[src/rtl/faa_queue.sv]
module faa_queue #(
  parameter int WIDTH = 8,
  parameter int DEPTH = 4
) (
  input  logic             clk,
  input  logic             rst,
  input  logic             push,
  input  logic [WIDTH-1:0] push_data,
  output logic             full,
  input  logic             pop,
  output logic             valid,
  output logic [WIDTH-1:0] head
);

  localparam int AW = $clog2(DEPTH);
  localparam int CW = $clog2(DEPTH + 1);

  logic [WIDTH-1:0] entries [DEPTH];
  logic [AW-1:0]    wr_ptr;
  logic [AW-1:0]    rd_ptr;
  logic [CW-1:0]    count;

  assign full  = (count == CW'(DEPTH));
  assign valid = (count != '0);
  assign head  = entries[rd_ptr];

  always_ff @(posedge clk) begin
    if (push) begin
      entries[wr_ptr] <= push_data;
    end
  end

  always_ff @(posedge clk) begin
    if (rst) begin
      wr_ptr <= '0;
      rd_ptr <= '0;
      count  <= '0;
    end else begin
      if (push) begin
        wr_ptr <= (wr_ptr == AW'(DEPTH - 1)) ? '0 : wr_ptr + 1'b1;
      end
      if (pop) begin
        rd_ptr <= (rd_ptr == AW'(DEPTH - 1)) ? '0 : rd_ptr + 1'b1;
      end
      if (push && !pop) begin
        count <= count + 1'b1;
      end else if (pop && !push) begin
        count <= count - 1'b1;
      end
    end
  end

endmodule

[config.mk]
export PLATFORM = sky130hd
export DESIGN_NAME = faa_queue
export DESIGN_NICKNAME = d
export VERILOG_FILES = /design/src/rtl/faa_queue.sv
export SDC_FILE = /design/constraint.sdc
export NUM_CORES = 1
export LEC_CHECK = 0
export BUFFER_PORTS_ARGS = -buffer_cell sky130_fd_sc_hd__buf_2
export CAP_MARGIN = 20
export CORE_MARGIN = 2
export CORE_UTILIZATION = 50
export CTS_CLUSTER_SIZE = 25
export DETAILED_ROUTE_END_ITERATION = 6
export PLACE_DENSITY = 0.79
export SLEW_MARGIN = 25
export SYNTH_ARGS = -nofsm -noshare
export SYNTH_HDL_FRONTEND = slang
export SYNTH_SLANG_ARGS = --single-unit
[constraint.sdc]
create_clock -name clk -period 1.45 [get_ports clk]
set_input_delay 0.145 -clock clk [delete_from_list [all_inputs] [get_ports clk]]
set_output_delay 0.145 -clock clk [all_outputs]
set_load 0.1 [all_outputs]
After elaboration in Yosys (flattened, before gate mapping)
Memories as Yosys holds them, arrays and structs flattened. A register that Yosys moved wholly into a read port is not among the register bits. Cells that the tools add are included.

Memories kept: 1. Memory bits (writable): 32. Flip-flop bits (word level): 7. Output and inout port bits: 10.

$add $sub $neg: 4. Equality and inequality tests: 3. Reductions and logical operators: 6. Mux-type cells: 8.

Memories: entries (words 4, bits a word 8, rd ports 1, clocked after Yosys merged registers in 1, write ports 1, line 18) `logic [WIDTH-1:0] entries [DEPTH];`.

Operator list (number): 2-to-1 mux 2 bit (4); 2-to-1 mux 3 bit (2); adder 2 x 1 -> 2 bit, second input constant (2); == test 2 bit, second input constant (2); adder 3 x 1 -> 3 bit, second input constant (1); == test 3 bit, second input constant (1); nonzero test 3 bit (1); subtractor 3 x 1 -> 3 bit, second input constant (1); logical AND 1 bit (2); zero test 1 bit (2); 2-to-1 mux 1 bit (2); nonzero test 2 bit (1).

Depth between registers and ports, before layout
Word-level depth: 4. Mapped depth: 7. Gate-level depth less buffers: 7.

Least setup slack after synthesis
No wires, ideal clock.

Path kind: register to output. Start point: register count[0]. End point: output port full. Slack: -1.242 ns. Stages on the path, launching flop included: 2. Arrival: 2.547 ns. Path buffers: 0. Cells stage by stage: dfxtp_1 > nor3b_1.

Longest elaborated chain between the ends: 1.

RTL lines: start: declaration (line 21) `logic [CW-1:0] count;`; start signal: assignment (line 46) `count <= count + 1'b1;`; start signal: assignment (line 48) `count <= count - 1'b1;`; == test 3 bit (line 23) `assign full = (count == CW'(DEPTH));`; end: declaration (line 9) `output logic full,`.

Every way passes these cells.

==> impl_results.md <==
* Status: finished, violations left
* Violations in the final reports: negative setup slack
* Power density normalized to cell area at 1320 nW/um^2
* Avg Cell Area, Syn at 18.6 sq um
* Routed wire per std cell at 15.7 microns
* Cell accounting for the most synthesized area: sky130_fd_sc_hd__edfxtp_1
* H-Tree Depth at 2
* Via count of the first global-routing pass at 892
* Pin count of the biggest net entering global routing at 13
* Post-synthesis net count at 105
* Area of all sequential standard cells at 1140 sq um
* Post-synth top cells: 32 x sky130_fd_sc_hd__edfxtp_1, 9 x sky130_fd_sc_hd__dfxtp_1, 8 x sky130_fd_sc_hd__mux4_2
* End of the worst register-to-register path: count[2]
* Setup repair after global routing missed its margin: yes
* Area share of the largest cell type after synthesis at 60.1%
* Maximum fanout encountered on the critical timing path at 8
* Via count normalized by instance count at 4.99
* Port bufs at 21
* Signed area change from the synthesized netlist to the final layout at 27.9%
* Critical path's top delay family: multiplexers
* Die outline area at 3670 sq um
* Max-Slew Margin vs Limit at 71.4%
* Count of nets left with antenna violations after detail routing at 0
* Setup crit start kind: flip-flop
* Maximum operating frequency at 584 MHz
* Last weighted congestion value of the routability-driven placer at 0.680
* Drc violations at 0
* Worst setup skew after layout at 0.0125 ns
* Primary FF master, synth: sky130_fd_sc_hd__edfxtp_1
* Sink count of the clock tree at 41
* Most common cell in the synthesized netlist: sky130_fd_sc_hd__edfxtp_1
* Setup TNS at -2.12 ns
* Pins Over Slew Limit at 0
* Worst R2R Setup Slack at -0.02 ns
* Required time at the worst-slack endpoint at 1.31 ns
* Tightest Pin Transition at 0.429 ns
* Maximum Capacitance Violations at 0
* Post-route worst setup slack at -0.262 ns
* Startpoint of the most critical register-to-register path: count[1]
* Detailed Route WL at 2.67 mm
* # nets final at 144
* Final cycle utilization of the critical path at 118%
* Number of search-and-repair iterations in the first detailed-routing pass at 4
* Combined buffer and inverter count along the critical path at 2
* Share of the yosys chip area belonging to registers at 71.4%
* Final count of hold timing violations at 0
* Cells traversed along the worst timing path: buf_12 > mux4_2 > buf_8
* Overall Power at 2.70 mW
* Number of warnings issued by yosys at 0
* Area contributors post-synth: sky130_fd_sc_hd__edfxtp_1 60%, sky130_fd_sc_hd__dfxtp_1 11%, sky130_fd_sc_hd__mux4_2 11%
* Total clock buffers created by CTS at 5
* Vertical die dimension at 60.6 microns
* Fillers at 230
* Fraction of layout instances using a drive strength above 1 at 43.7%
* Finish-stage setup viols at 11
* Largest incremental delay on the critical path at 0.53 ns
* Total global-route track usage at 16.5%
* Cell leakage power at 0.773 nW
* Gate count after technology mapping at 86
* Iter 0 DRT Violations at 26
* WHS at 0.0111 ns
* Core Area at 3050 sq um
* Number of flip-flops and latches in the synthesized netlist at 41
* Clock insertion delay at the later pin of the skew report at 0.35 ns
* Cell area after synthesis at 1600 sq um
* Die extent in x at 60.6 microns
* Distinct cell type count after synthesis at 16
* Arrival @ worst endpoint at 1.57 ns
* Asr flop ratio synth at 0%
* Clk buf depth at 2
* Setup CP Type: reg2out
* Site row count at 20
* CP Capture Type: output pin
* Number of enable-type register cells in the synthesized netlist at 32
* Final HPWL from detailed placement at 1.77 mm
* CTS tree: yes
* Slowest cell on the critical path: sky130_fd_sc_hd__mux4_2
* Remaining Overflow, GRT at 0
* Number of I/O pins at 22
* Shortest clock period the worst path allows after layout at 1.71 ns
* Area taken by multi-input logic gates at 449 sq um
* Clk pin slew, worst setup/hold paths at 0.12 ns
* Diode count at 0
* Antenna violations before repair at 0
* Depth of the critical timing path with buffers and inverters included at 3
* Worst reg2reg path depth at 5
* Hold crit path type: in2reg
* Initial core utilization at 52.4%
* Via count at 849
* CTS root buf: sky130_fd_sc_hd__clkbuf_4
* Largest voltage drop on the vdd net at 799 uV
* Critical Path Sink: head[7]
* Global-route wire length before repair at 4.06 mm
* Worst slack at placement at -0.156 ns
==> worst min path at each step <==
stage	start	to	depth (start not counted)
6_report	push_data[4]	entries[1][4]	1
3_3_place_gp	push_data[7]	entries[2][7]	1
3_5_place_dp	push_data[3]	entries[2][3]	1
4_1_cts	push_data[3]	entries[2][3]	1
2_1_floorplan	rst	count[2]	1
5_1_grt	push_data[2]	entries[1][2]	1
==> where the power goes <==
part	switching [mW]	total [mW]	leakage, nW	internal, mW
logic	0.491	0.795	0.372	0.304
registers	0.0375	1.38	0.369	1.34
clock network	0.341	0.525	0.0320	0.185
total	0.869	2.70	0.773	1.83
==> worst reg2reg max path, cell delays in order, from the launching register on <==
cell and delay (ns):
sky130_fd_sc_hd__dfxtp_2 0.35, sky130_fd_sc_hd__buf_6 0.11, sky130_fd_sc_hd__fa_2 0.35, sky130_fd_sc_hd__xor2_1 0.15, sky130_fd_sc_hd__or3_1 0.32, sky130_fd_sc_hd__a21oi_2 0.12
==> final cells by class <==
cell class	instances	area share, %
Clock inverter	2	0.490
Tap cell	44	2.69
Multi-Input combinational cell	39	22.0
Clock buffer	6	2.02
Sequential cell	41	56.0
Timing Repair Buffer	34	16.1
Inverter	4	0.734
==> stage by stage <==
step / util, % / instances / instance area, sq um
CTS: 66.0 / 168 / 2020
floorplan: - / 86 / 1610
finish: 67.0 / 170 / 2040
detailed placement: 60.7 / 157 / 1850
global placement: 60.7 / 157 / 1850
global route: 67.0 / 170 / 2040
==> state kept, by name, summed over array words and instances, names as in the netlist, named ones only <==
signal / cells
entries: 32
wr_ptr: 2
count: 3
rd_ptr: 2
==> layer usage <==
layer  global-route usage, %  up-vias  wire (microns)
li1                        -      403               -
met1                    18.9      418            1090
met2                    28.6       21            1410
met3                    4.05        7             116
met4                    9.32        0              51
met5                       0        -               0
==> kinds of logic after synthesis <==
family	Yosys count	synth area share, %
adders and majority gates	7	5.95
muxes	12	13.8
AOI/OAI and AO/OA	3	0.939
DFF	41	71.4
and+or+nand+nor	15	4.93
buffers and inverters	6	1.96
xor gates and xnor gates	2	1.10
==> layout by cell type (no fill, tap or decap), drive strengths merged <==
master / n
buf: 33
edfxtp: 32
dfxtp: 9
mux4: 8
nor2: 7
ha: 6
clkbuf: 6
inv: 4
and2: 4
mux2i: 4
xor2: 2
clkinv: 2
or3: 2
nor3b: 2
a21oi: 2
o21ai: 1
fa: 1
dlygate4sd3: 1
==> timing repair <==
item | in CTS | in global routing
gates cloned | 0 | 0
buffers inserted | 3 | 1
resized for setup | 28 | 3
pin swaps | 2 | 2
endpoints found under the setup margin | 10 | 11
hold buffers | 0 | 1
hold endpoints to repair | 0 | 4
Note: power is estimated with default switching activity, not from simulation.
