### config.mk
export PLATFORM = sky130hd
export DESIGN_NAME = faa_front
export DESIGN_NICKNAME = d
export VERILOG_FILES = /design/src/rtl/faa_pkg.sv /design/src/rtl/faa_front.sv
export SDC_FILE = /design/constraint.sdc
export NUM_CORES = 1
export LEC_CHECK = 0
export BUFFER_PORTS_ARGS = -buffer_cell sky130_fd_sc_hd__buf_4
export CORE_UTILIZATION = 50
export DETAILED_ROUTE_END_ITERATION = 16
export GPL_TIMING_DRIVEN = 0
export PLACE_DENSITY_LB_ADDON = 0.2
export SLEW_MARGIN = 10
export SYNTH_ARGS = -nofsm -noshare
export SYNTH_HDL_FRONTEND = slang
export SYNTH_SLANG_ARGS = --single-unit
### constraint.sdc
create_clock -name clk -period 2.2 [get_ports clk]
set_input_delay 0.22 -clock clk [delete_from_list [all_inputs] [get_ports clk]]
set_output_delay 0.22 -clock clk [all_outputs]
set_load 0.02 [all_outputs]
### src/rtl/faa_pkg.sv
package faa_pkg;

  // Operation a classified sample asks of the accumulator store.
  localparam logic [1:0] OP_LOAD = 2'd0;  // first frame of a run: overwrite
  localparam logic [1:0] OP_ADD  = 2'd1;  // later frames: add with wrap
  localparam logic [1:0] OP_EMIT = 2'd2;  // averaged frame: read and shift

  localparam int SAMPLE_W    = 16;
  localparam int SUM_W       = 32;
  localparam int FRAME_W     = 16;
  localparam int SHIFT_W     = 5;
  localparam int QUEUE_DEPTH = 4;

  // Register map (byte address bit 2 selects the register).
  localparam logic REG_ACC_MAX   = 1'b0;
  localparam logic REG_ACC_SHIFT = 1'b1;

  typedef struct packed {
    logic [SAMPLE_W-1:0] sample;
    logic [1:0]          op;
    logic                last;
  } item_t;

endpackage

### src/rtl/faa_front.sv
module faa_front #(
  parameter int POINTS = 2048,
  parameter int IDX_W  = $clog2(POINTS)
) (
  input  logic                         clk,
  input  logic                         rst,
  input  logic                         s_tvalid,
  output logic                         s_tready,
  input  logic [15:0]                  s_tdata,
  input  logic                         s_tlast,
  input  logic [faa_pkg::FRAME_W-1:0]  acc_max,
  input  logic                         busy,
  input  logic                         q_full,
  output logic                         q_push,
  output logic [IDX_W-1:0]             q_idx,
  output faa_pkg::item_t               q_item
);

  logic [IDX_W-1:0]            point_index;
  logic [faa_pkg::FRAME_W-1:0] frames_summed;
  logic                        emitting_frame;
  logic                        frame_open;
  logic                        emit_now;
  logic                        accept;

  assign s_tready = !busy && !q_full;
  assign accept   = s_tvalid && s_tready;

  // A frame's mode is fixed at its first point.
  assign emit_now = frame_open ? emitting_frame : (frames_summed >= acc_max);

  always_comb begin
    q_push         = accept;
    q_idx          = point_index;
    q_item.sample  = s_tdata[faa_pkg::SAMPLE_W-1:0];
    q_item.last    = s_tlast;
    if (emit_now) begin
      q_item.op = faa_pkg::OP_EMIT;
    end else if (frames_summed == '0) begin
      q_item.op = faa_pkg::OP_LOAD;
    end else begin
      q_item.op = faa_pkg::OP_ADD;
    end
  end

  always_ff @(posedge clk) begin
    if (rst) begin
      point_index    <= '0;
      frames_summed  <= '0;
      emitting_frame <= 1'b0;
      frame_open     <= 1'b0;
    end else if (accept) begin
      emitting_frame <= emit_now;
      if (s_tlast) begin
        point_index <= '0;
        frame_open  <= 1'b0;
        if (emit_now) begin
          frames_summed <= '0;
        end else begin
          frames_summed <= frames_summed + 1'b1;
        end
      end else begin
        frame_open <= 1'b1;
        if (point_index == IDX_W'(POINTS - 1)) begin
          point_index <= '0;
        end else begin
          point_index <= point_index + 1'b1;
        end
      end
    end
  end

endmodule

== Word level (Yosys, flattened, before mapping) ==
Cells that the tools add are included.
Widths: inputs -> output; s select.
Word-level totals
  output and inout port bits: 32
  input bits: 38
  register bits after elaboration: 29
Cells by class
  add/subtract/negate cells: 2
  reductions and logical operators: 6
  muxes and demuxes: 7
  eq/ne operators: 1
  order comparisons: 1
Operators with widths (count)
  $mux 11: 2
  $add 16x1->16 const B: 1
  $ge 16x16->1: 1
  $logic_not 16->1: 1
  $mux 16: 1
  $add 11x1->11 const B: 1
  $eq 11x11->1 const B: 1
  $mux 1: 3
  $logic_and 1x1->1: 2
  $logic_not 1->1: 2
  $mux 2: 1
  $reduce_and 2->1: 1

== Depth between registers and ports, before layout ==
  depth after elaboration: 4
  mapped depth: 8

== Worst setup path before layout ==
No wires, ideal clock.
  kind: register to output
  from: register frames_summed[1] in the netlist's numbering
  to: output q_item[1] in the netlist's numbering
  arrival: 1818 ps
  data required time: 1980 ps
  slack: 162 ps
  stages on the path, launching flop included: 7
  buffers on the path: 0
  cells stage by stage: dfxtp_1 -> ha_1 -> nor2b_1 -> o211a_1 -> o311ai_2 -> a31oi_1 -> a41oi_1
RTL lines
  start, declared: line faa_front.sv:20  | logic [faa_pkg::FRAME_W-1:0] frames_summed;
  start signal, assigned: line faa_front.sv:60  | frames_summed <= frames_summed + 1'b1;
  end, declared: line faa_front.sv:16  | output faa_pkg::item_t q_item

==> key figures <==
Min path
  • Worst hold path cell count: 4
  • Hold crit path type: input pin to register

Placed design
  • IO buf count: 52
  • Post-DP Area: 2460 sq um
  • Placed wire-length estimate: 3.34 mm
  • Place WS: -0.0757 ns
  • RePlAce Congestion: 0.801

Synth
  • Dominant cell type by area after synthesis: dfxtp_1
  • Post-synthesis sequential area ratio: 28.9%
  • Synth area leaders: dfxtp_1 (29%), ha_1 (12%), buf_4 (7.1%)
  • Mapped cell area: 2010 sq um
  • Ys async rst share: 0%
  • Number of synthesized register bits: 29
  • Post-synth EDFFs: 0
  • Yosys warns: 0
  • Synth cell count leaders: nor2_1 (34), dfxtp_1 (29), inv_1 (23)
  • Mapped Cells: around 250
  • Main synth FF type: dfxtp_1
  • Syn Area/Cell: roughly 8 sq um
  • Post-synthesis cell type count: 37
  • Syn Nets: about 300
  • Most numerous cell in the Yosys netlist: nor2_1
  • Post-synth top area share: a little under 30%

CTS
  • Clock-pin slew on the worst setup and hold paths: roughly 0.070 ns
  • CTS Buf Count: 5
  • Clock Latency Late Sink: between 0.2 and 0.3 ns
  • CTS root buf: clkbuf_8
  • CTS tree: yes
  • Clk sinks: 29
  • CTS max path bufs: 2
  • H-tree levels: 2

STA
  • Slew Viols, Final: 0
  • Period minus WS final: about 2.2 ns
  • Post-route clock period utilization: 102%
  • RSZ-0062 raised after global routing: true
  • Slew margin rel.: roughly 58%
  • Final hold violation count: 0
  • Clk_skew: approximately 0.0069 ns
  • Max Fclk: between 0.4 and 0.5 GHz
  • Worst Tran Pin Value: ~0.63 ns
  • Worst setup margin: -0.0403 ns
  • Total negative setup slack: -0.0403 ns
  • Final setup fails: 1

Job
  • Max-Cap Viols: 0

Floorplanning
  • Die Wd: 65.4 um
  • Starting Density: 53.3%
  • Die ar.: 4280 sq um
  • Die height: approximately 65 um
  • Core Region: 3770 sq um
  • FP Rows: 22
  • IO Pins: 70

Power
  • Total Power: 1.32 mW
  • Net Switching: between 0.3 and 0.4 mW
  • Power per Cell Area: between 400 and 500 nW/um^2
  • Internal power: ~1 mW
  • Switching share of power: 24.2%
  • Leak Pwr: approximately 1.3 nW
  • Maximum vdd drop: 0.000322 V
  • Clk pwr share: a little over two fifths
  • Combinational cell fraction of total power: 16.5%
  • Flop pwr share: 39.8%

Finish
  • Ant. Diodes: 0
  • Fillers: 282
  • Share of cells above drive strength 1: a little under two fifths
  • Multi-input gate area: 1340 sq um
  • Sequential standard cell area: just over 600 sq um
  • Fin area: 2860 sq um
  • Nets@finish: 379
  • Area grow syn2layout: 42.1%

Route
  • Vias per Instance: between 5 and 6
  • Routed len/inst: between 10 and 15 um
  • WL final: a little under 5 mm
  • DRC: 0
  • ANT nets after route: 0
  • Number of DRC markers in iteration 0: around 110
  • Vias: about 2,000
  • DRT Pass-1 Iters: 4

Critical path
  • Critical Path Start: frames_summed[1]$_SDFFE_PP0P_
  • Crit Path Category: register to output port
  • Crit path capture: q_item[1]
  • R2R cell count: 9
  • Worst R2R Start: frames_summed[12]$_SDFFE_PP0P_
  • Worst-path maximum fanout: 2
  • Critical R2R Capture: frames_summed[8]$_SDFFE_PP0P_
  • Setup crit end kind: output port
  • CP Data Required Time: between 1.5 and 2 ns
  • R2r setup slk: 0.07 ns
  • Critical Path AT: between 2 and 2.5 ns
  • Startpoint Class: register

GRT
  • Initial antenna violation count: 0
  • Vias in the first global route: 1,814
  • GRT Total Usage: between 20% and 30%
  • Grt total ovfl: 0
  • Largest net degree at the start of global routing: 11
  • First-pass GRT wire length: around 8 mm

Run status
  • Violated checks: negative setup slack
  • Run status: finished with violations
[power groups by stage]
stage               Sequential (mW)  Combinational (mW)  Clock (mW)
global placement              0.544               0.187           0
global route                  0.526               0.236       0.614
detailed placement            0.544               0.191           0
finish                        0.526               0.218       0.577
CTS                           0.528               0.212       0.580
floorplan                     0.544               0.113           0
[timing repair]
action,in CTS,in global routing
endpoints found under the hold margin,0,0
hold buffers,0,0
setup endpoints to repair,12,12
cloned,0,0
pin swaps,6,2
buffers inserted,7,5
gates resized for setup,34,7
[routing by layer]
| metal | routed length [um] | GRT usage (%) | vias to the layer above |
|---|---|---|---|
| met5 | 0 | 0 | - |
| met4 | 90 | 10.3 | 0 |
| met3 | 313 | 4.51 | 11 |
| met2 | 2330 | 39.9 | 81 |
| met1 | 2170 | 29.8 | 901 |
| li1 | - | - | 1014 |
[placed cells by master, fill, tap and decap left out, drive strengths merged, types with 3 or more instances in the layout]
| master | n |
|---|---|
| and4 | 4 |
| o21ai | 10 |
| nor3 | 6 |
| a31oi | 9 |
| xnor2 | 6 |
| nor4 | 4 |
| or3 | 3 |
| nand2 | 18 |
| nand4 | 4 |
| inv | 23 |
| clkbuf | 8 |
| nor2 | 34 |
| nand3 | 16 |
| dfxtp | 29 |
| buf | 85 |
| nor2b | 3 |
| ha | 19 |
| xor2 | 8 |
| a21oi | 13 |
[per-stage QoR]
step / cells / hold slack, ns / utilization [%]
after floorplan: 251 / 0.417 / -
after global placement: 351 / 0.502 / 65.3
after detailed placement: 351 / 0.499 / 65.3
after CTS: 366 / 0.285 / 74.1
after global routing: 371 / 0.291 / 75.7
final: 371 / 0.280 / 75.7
[logic make-up (layout without fill, tap and decap cells)]
group | after synthesis | in the layout | synth area share [%]
DFF | 29 | 29 | 28.9
AOI/OAI and AO/OA | 45 | 45 | 15.2
buffers and inverters | 45 | 117 | 12.1
adders and majority gates | 19 | 19 | 11.8
xor gates and xnor gates | 14 | 14 | 6.10
and+or+nand+nor | 99 | 99 | 25.9
[state kept, by name, summed over array words and instances (netlist names)]
register and cells:
emitting_frame 1, frame_open 1, frames_summed 16, q_idx 11
[layout make-up]
class / count / area share, %
Buffer: 22 / 5.83
Clock buffer: 7 / 3.02
Clock inverter: 1 / 1.05
Inverter: 23 / 3.02
Multi-Input combinational cell: 177 / 46.8
Sequential cell: 29 / 21.2
Tap cell: 48 / 2.10
Timing Repair Buffer: 64 / 17.0
[worst max-delay path, stage by stage (launching register included)]
cell and delay, ns:
dfxtp_2 0.36, ha_4 0.20, nor2b_1 0.12, o211a_1 0.25, o311ai_4 0.30, a31oi_4 0.16
a41oi_2 0.18, buf_4 0.17
[how the worst min path moves through the flow]
stage                           from                      to  slack [ns]
6_report                        busy  q_idx[10]$_SDFFE_PP0P_        0.28
5_1_grt                       q_full  q_idx[10]$_SDFFE_PP0P_        0.29
4_1_cts                         busy  q_idx[10]$_SDFFE_PP0P_        0.28
3_5_place_dp   q_idx[7]$_SDFFE_PP0P_   q_idx[7]$_SDFFE_PP0P_        0.50
3_3_place_gp   q_idx[2]$_SDFFE_PP0P_   q_idx[2]$_SDFFE_PP0P_        0.50
2_1_floorplan                    rst   q_idx[2]$_SDFFE_PP0P_        0.42
No activity file was read; power rests on OpenSTA's default activity.
